`src/rtl/srmac_pkg.sv`:
```
// shared constants, codes and control structs for the sparse row mac block
// no dependencies; used through scoped names by every rtl file but srmac_ram
`default_nettype none

package srmac_pkg;

   // defaults for the top level parameters
   localparam int VECTOR_DEPTH_DEF = 4096;
   localparam int FRAC_BITS_DEF    = 16;

   // fixed field widths
   localparam int OP_W     = 2;
   localparam int POS_W    = 12;
   localparam int SAMPLE_W = 32;
   localparam int WEIGHT_W = 18;
   localparam int PROD_W   = SAMPLE_W + WEIGHT_W;
   localparam int SUM_W    = 56;

   // result queue
   localparam int RSP_FIFO_DEPTH = 8;
   localparam int FIFO_PTR_W     = $clog2(RSP_FIFO_DEPTH);
   localparam int FIFO_CNT_W     = $clog2(RSP_FIFO_DEPTH + 1);

   // op codes
   localparam logic [OP_W-1:0] OP_LOAD    = 2'd0;
   localparam logic [OP_W-1:0] OP_NONZERO = 2'd1;
   localparam logic [OP_W-1:0] OP_EMPTY   = 2'd2;

   // saturation limits and start values of the row min/max trackers
   localparam logic signed [SUM_W-1:0] SUM_MAX = {1'b0, {(SUM_W-1){1'b1}}};
   localparam logic signed [SUM_W-1:0] SUM_MIN = {1'b1, {(SUM_W-1){1'b0}}};
   localparam logic signed [SAMPLE_W-1:0] SAMPLE_MAX = {1'b0, {(SAMPLE_W-1){1'b1}}};
   localparam logic signed [SAMPLE_W-1:0] SAMPLE_MIN = {1'b1, {(SAMPLE_W-1){1'b0}}};

   // control carried along the row pipeline
   typedef struct packed {
      logic valid;
      logic empty;
      logic last;
   } stage_ctl_type;

   // which accumulator stages hold an item that will produce a result
   typedef struct packed {
      logic s2_result;
      logic s3_result;
   } acc_status_type;

endpackage

`default_nettype wire

```
`src/rtl/srmac_rowacc.sv`:
```
// row datapath: multiply stage, saturating accumulate with min/max, clamp
// depends on srmac_pkg
`default_nettype none

module srmac_rowacc #(
   parameter int FRAC_BITS = srmac_pkg::FRAC_BITS_DEF
) (
   input  wire logic                                   clock,
   input  wire logic                                   reset,
   input  wire srmac_pkg::stage_ctl_type               s1_ctl,
   input  wire logic signed [srmac_pkg::SAMPLE_W-1:0]  s1_sample,
   input  wire logic signed [srmac_pkg::WEIGHT_W-1:0]  s1_weight,
   output srmac_pkg::acc_status_type                   status,
   output logic                                        res_valid,
   output logic signed [srmac_pkg::SAMPLE_W-1:0]       res_value
);

   localparam int SW = srmac_pkg::SAMPLE_W;
   localparam int PW = srmac_pkg::PROD_W;
   localparam int UW = srmac_pkg::SUM_W;

   // product stage
   srmac_pkg::stage_ctl_type s2_ctl_ff, s2_ctl_in;
   logic signed [PW-1:0] s2_prod_ff, s2_prod_in;
   logic signed [SW-1:0] s2_sample_ff;

   // running row state
   logic signed [UW-1:0] sum_ff, sum_in;
   logic signed [SW-1:0] min_ff, min_in;
   logic signed [SW-1:0] max_ff, max_in;

   // finished row stage
   logic                 s3_valid_ff, s3_valid_in;
   logic                 s3_empty_ff;
   logic signed [UW-1:0] s3_sum_ff;
   logic signed [SW-1:0] s3_min_ff;
   logic signed [SW-1:0] s3_max_ff;

   logic signed [UW:0]   sum_wide;
   logic signed [UW-1:0] sum_sat;
   logic signed [SW-1:0] min_new, max_new;
   logic signed [UW-1:0] shifted;
   logic signed [SW-1:0] clamped;
   logic                 row_done;

   assign s2_ctl_in  = s1_ctl;
   assign s2_prod_in = PW'(s1_weight) * PW'(s1_sample);

   always_comb begin
      sum_wide = (UW+1)'(sum_ff) + (UW+1)'(s2_prod_ff);
      if (sum_wide[UW] != sum_wide[UW-1]) begin
         sum_sat = sum_wide[UW] ? srmac_pkg::SUM_MIN : srmac_pkg::SUM_MAX;
      end else begin
         sum_sat = sum_wide[UW-1:0];
      end
      min_new = (s2_sample_ff < min_ff) ? s2_sample_ff : min_ff;
      max_new = (s2_sample_ff > max_ff) ? s2_sample_ff : max_ff;
   end

   assign row_done    = s2_ctl_ff.valid && (s2_ctl_ff.empty || s2_ctl_ff.last);
   assign s3_valid_in = row_done;

   // an empty row or the last nonzero hands the row off and restarts it
   always_comb begin
      sum_in = sum_ff;
      min_in = min_ff;
      max_in = max_ff;
      if (row_done) begin
         sum_in = '0;
         min_in = srmac_pkg::SAMPLE_MAX;
         max_in = srmac_pkg::SAMPLE_MIN;
      end else if (s2_ctl_ff.valid) begin
         sum_in = sum_sat;
         min_in = min_new;
         max_in = max_new;
      end
   end

   always_ff @(posedge clock) begin
      if (reset) begin
         s2_ctl_ff   <= '0;
         s3_valid_ff <= 1'b0;
         sum_ff      <= '0;
         min_ff      <= srmac_pkg::SAMPLE_MAX;
         max_ff      <= srmac_pkg::SAMPLE_MIN;
      end else begin
         s2_ctl_ff   <= s2_ctl_in;
         s3_valid_ff <= s3_valid_in;
         sum_ff      <= sum_in;
         min_ff      <= min_in;
         max_ff      <= max_in;
      end
   end

   always_ff @(posedge clock) begin
      s2_prod_ff   <= s2_prod_in;
      s2_sample_ff <= s1_sample;
      s3_empty_ff  <= s2_ctl_ff.empty;
      s3_sum_ff    <= sum_sat;
      s3_min_ff    <= min_new;
      s3_max_ff    <= max_new;
   end

   // floor shift, then clamp into the row's sample range
   always_comb begin
      shifted = s3_sum_ff >>> FRAC_BITS;
      if (shifted < UW'(s3_min_ff)) begin
         clamped = s3_min_ff;
      end else if (shifted > UW'(s3_max_ff)) begin
         clamped = s3_max_ff;
      end else begin
         clamped = shifted[SW-1:0];
      end
   end

   assign res_valid        = s3_valid_ff;
   assign res_value        = s3_empty_ff ? '0 : clamped;
   assign status.s2_result = row_done;
   assign status.s3_result = s3_valid_ff;

endmodule

`default_nettype wire

```
`config.mk`:
```
export PLATFORM = sky130hd
export DESIGN_NAME = srmac_rowacc
export DESIGN_NICKNAME = d
export VERILOG_FILES = /design/src/rtl/srmac_pkg.sv /design/src/rtl/srmac_rowacc.sv
export SDC_FILE = /design/constraint.sdc
export NUM_CORES = 2
export LEC_CHECK = 0
export ABC_AREA = 0
export BUFFER_PORTS_ARGS = -buffer_cell sky130_fd_sc_hd__buf_2
export CAP_MARGIN = 20
export CORE_AREA = 2 2 306 248
export CTS_BUF_LIST = sky130_fd_sc_hd__clkbuf_2
export CTS_CLUSTER_SIZE = 14
export DETAILED_ROUTE_END_ITERATION = 8
export DIE_AREA = 0 0 308 250
export PLACE_DENSITY = 0.67
export SLEW_MARGIN = 5
export SYNTH_ARGS = -nofsm -noshare
export SYNTH_HDL_FRONTEND = slang
export SYNTH_SLANG_ARGS = --single-unit
```
`constraint.sdc`:
```
create_clock -name clock -period 10.65 [get_ports clock]
set_input_delay 2.13 -clock clock [delete_from_list [all_inputs] [get_ports clock]]
set_output_delay 2.13 -clock clock [all_outputs]
set_load 0.005 [all_outputs]
```
; Word-level counts from Yosys, hierarchy flattened
; Index checks and enable logic that the tools add are counted.
[word_totals]
register_bits = 327
wordCells = 30
[classes]
n_addsub = 1
multipliers = 1
magnitude_cmp = 4
eq_ne = 1
n_mux = 7
reduce_logical = 3
[ops]
columns = op, n
row1 = two-way mux 32 bit, 5
row2 = two-way mux 56 bit, 2
row3 = adder 56 x 50 -> 57 bit, 1
row4 = multiplier 18 x 32 -> 50 bit, 1
row5 = greater-than comparator 40 x 32 -> 1 bit, 1
row6 = < comparator 40 x 32 -> 1 bit, 1
row7 = greater-than comparator 32 bit, 1
row8 = < comparator 32 bit, 1
row9 = OR reduction 2 bit, 1
row10 = logical AND 1 bit, 1
row11 = logical OR 1 bit, 1
row12 = inequality test 1 bit, 1

; Longest topological paths before layout
[depth]
depth_word = 4
depth_mapped = 25

; Worst setup path before layout
; OpenSTA, ideal clock, no wires.
[synth_timing]
kind = input to register
from = in s1_sample[17] in the netlist's numbering
to = reg s2_prod_ff[47]
setup_ps = 62
arrival_ps = 8099
slack_ps = 2489
cell_stages = 24
n_path_buf = 2
path_cell_list = clkbuf_1 clkbuf_1 nand2_1 fa_1 inv_1 fa_1 inv_1 fa_1 fa_1 inv_1 fa_1 inv_1 fa_1 inv_1 ha_1 o21a_1 o211a_1 a21oi_1 a211oi_1 a41oi_1 o21ai_1 a211oi_2 or4_1 nand3_1
[synth_via]
elab_chain_len = 1
[synth_rtl]
columns = element, line_no
row1 = from (decl), srmac_rowacc.sv:11  ; input wire logic signed [srmac_pkg::SAMPLE_W-1:0] s1_sample,
row2 = multiplier 18 x 32 -> 50 bit, srmac_rowacc.sv:47  ; assign s2_prod_in = PW'(s1_weight) * PW'(s1_sample);
row3 = named net s2_prod_in[47], srmac_rowacc.sv:24  ; logic signed [PW-1:0] s2_prod_ff, s2_prod_in;
row4 = to (signal assigned), srmac_rowacc.sv:96  ; s2_prod_ff <= s2_prod_in;
row5 = to (decl), srmac_rowacc.sv:24
; The timed path passes the listed nets, and every way through them passes these cells.
; A chain may end at the register's enable or synchronous reset.

; Worst setup path in the final report
[layout_timing]
from = in s1_weight[9] in the netlist's numbering
to = reg s2_prod_ff[47]
[layout_via]
elab_chain_len = 1
[layout_rtl]
columns = element, line_no
row1 = from (decl), srmac_rowacc.sv:12  ; input wire logic signed [srmac_pkg::WEIGHT_W-1:0] s1_weight,
row2 = multiplier 18 x 32 -> 50 bit, srmac_rowacc.sv:47
row3 = named net s2_prod_in[47], srmac_rowacc.sv:24
; The timed path passes the listed nets, and every way through them passes these cells.

==> results.txt <==
I/O pins = 90
H-tree Lvls = 3
CP Max Fanout = 19
Final worst path period need = 7910 ps
Hold WC Path Type = register to register
Crit path arrival time = 8910 ps
Worst-margin pin slew = 990 ps
Synth area leaders = fa_1, dfxtp_1, ha_1, inv_1, nand2_1
Row cnt = 90
Largest net degree at the start of global routing = 82
Post_cts resized = 0
Cells after synthesis = 4261
Fin worst setup slack = 2740 ps
Max cap viols = 0
Core Footprint = 0.0743 mm2
Async SR Flop Fraction = 0
First-pass DRT Iterations = 6
Setup TNS = 0 ps
Skew-Pair Late Insertion Delay = 1100 ps
Final hold viol count = 0
CTS buffer count = 83
Initial Util = 0.504
Postcts setup bufs = 0
Max-slew headroom = 0.335
Via Count = 29400
Die area = 0.0770 mm2
Largest area contributor in the netlist = fa_1
Die X = 308 um
Root Driver = clkbuf_2
Final period util = 0.743
CTS max path bufs = 3
Final max-slew violation count = 0
RSZ-0062 raised after global routing = false
Initial drt markers = 2619
Layout Nets = 5168
Worst Skew = 121 ps
Vias in the first global route = 29700
Crit path top cell by count = fa_1
Height of the die = 250 um
Crit Path Class = input port to register
Port Buf Inserts = 89
Primary FF master, synth = dfxtp_1
Grt ovf = 0
Fin Hold WS = 397 ps
Hold Path Stages = 0
Yosys warning count = 0
Crit-path max cell delay = 630 ps
Vias/cell = 5.57
Number of antenna-violating nets in the routed design = 0
DPL Wire Length = 79.3 mm
Sequential share of the synthesized area = 0.166
Share of layout cells above drive strength 1 = 0.0820
Area fraction of the dominant cell type after synthesis = 0.296
Worst path required time = 11650 ps
Initial antenna violation count = 2
# setup viols final = 0
Routability-driven placement congestion ratio = 0.925
Status = finished clean
Fmax = 126 MHz
Count of hold-fix buffers inserted at cts = 0
Crit path cell chain = buf_2 > buf_4 > nand2_1 > fa_1 > inv_1 > fa_1 > inv_1 > fa_1 > inv_1 > fa_1 > fa_1 > inv_1 > fa_1 > inv_1 > ha_1 > a211oi_1 > a21boi_1 > and3_1 > a211oi_1 > a41oi_1 > o21ai_1 > a211oi_2 > or4_1 > nand3_1
Most frequent cell after synthesis = inv_1
R2R depth = 13
Synth Register Bits = 311
Hold wc startpoint = s2_ctl_ff[1]$_SDFF_PP0_
Setup crit end kind = register
Drt total wl = 104 mm
Synth cell count leaders = inv_1, fa_1, nand2_1, ha_1, dfxtp_1
CTS tree = done
Wire per inst = 19.8 um
GRT Total Usage = 0.277
R2R Path End = sum_ff[16]$_SDFFE_PP0P_
Slowest-stage cell, CP = a211oi_1
Worst-path clk slew = 100 ps
Synth cell types = 81
Hold endpoint = s3_empty_ff$_DFF_P_
Dpl ws = 1680 ps
R2r startpoint = s2_prod_ff[0]$_DFF_P_
Number of cells after detailed placement = 5121
Critical Path Start Type = input port
Post-synth EDFFs = 0
Reg2reg setup slack = 5980 ps
Final Non-Filler Cells = 5271
Syn-to-layout area delta = 4.83%
First-pass GRT wire length = 168 mm
Critical Path Source = s1_weight[9]
Synth Cell Area = 0.0374 mm2
# DRC = 0
Syn Nets = 5189
Clk sinks = 311
Syn Area/Cell = 8.78 um2
==> worst max-delay path: cells and delay by family <==
kind                     cells  cell delay, ps
adder cells (fa/ha/maj)      7            3400
buffers and inverters        7             860
AND/OR/NAND/NOR              4             820
AO/OA/AOI/OAI                6            1690
==> worst max path at each step <==
stage,endpoint,slack (ps),cells past startpoint
2_1_floorplan,s2_prod_ff[47]$_DFF_P_,2490,24
3_3_place_gp,s2_prod_ff[49]$_DFF_P_,1740,24
3_5_place_dp,s2_prod_ff[47]$_DFF_P_,1680,24
4_1_cts,s2_prod_ff[47]$_DFF_P_,2840,24
5_1_grt,s2_prod_ff[47]$_DFF_P_,2400,24
6_report,s2_prod_ff[47]$_DFF_P_,2740,24
==> stage by stage <==
stage,utilization,instance area (um2)
2_1_floorplan,-,37400
3_3_place_gp,0.517,38400
3_5_place_dp,0.517,38400
4_1_cts,0.528,39200
5_1_grt,0.528,39200
6_report,0.528,39200
==> cells in the final DEF (no fill, tap or decap), types with 21 or more instances in the layout <==
master     instances
inv_1            805
fa_1             554
nand2_1          513
ha_1             319
dfxtp_1          310
and2_1           226
o21ai_0          171
a21oi_1          153
clkbuf_2         113
nor2_1           108
a21o_1            96
nand3_1           96
buf_2             89
mux2i_1           67
nand4_1           62
a21oi_2           53
xnor2_1           53
a31oi_1           47
mux2_2            35
o2bb2ai_1         34
a311o_1           32
xor2_1            28
nand2b_1          27
nor3_1            22
clkinv_1          22
buf_4             22
o21a_1            21
==> cell families after synthesis <==
kind of cell,count (synthesis),share of synthesized area
flops,311,0.166
buf+inv,1023,0.105
xor+xnor,81,0.0190
fa+ha+maj,873,0.403
compound gates,745,0.135
simple gates,1126,0.143
mux,102,0.0284
==> metal layers <==
| layer | wire length (um) | global-route usage | vias to the layer above |
|---|---|---|---|
| met5 | 13 | 0 | - |
| met3 | 10000 | 0.0655 | 117 |
| li1 | - | - | 13700 |
| met2 | 42600 | 0.395 | 1129 |
| met4 | 2160 | 0.0714 | 2 |
| met1 | 49700 | 0.419 | 14400 |
==> final cells by class <==
type                            count  area [um2]
Timing Repair Buffer              111         611
Clock inverter                     36         262
Tap cell                          966        1210
Inverter                          806        3030
Clock buffer                      113         566
Sequential cell                   311        6230
Fill cell                        6962       35100
Antenna cell                        1        2.50
Multi-Input combinational cell   2927       27300
==> flip-flops by register name (all words and copies together), names as in the netlist <==
signal        flops
max_ff           32
min_ff           32
res_valid         1
s2_ctl_ff         3
s2_prod_ff       50
s2_sample_ff     32
s3_empty_ff       1
s3_max_ff        32
s3_min_ff        32
s3_sum_ff        40
sum_ff           56
Power is left out: the tool's default activity adds up to more than one toggle a clock period on the data nets, which glitch-free logic cannot reach.
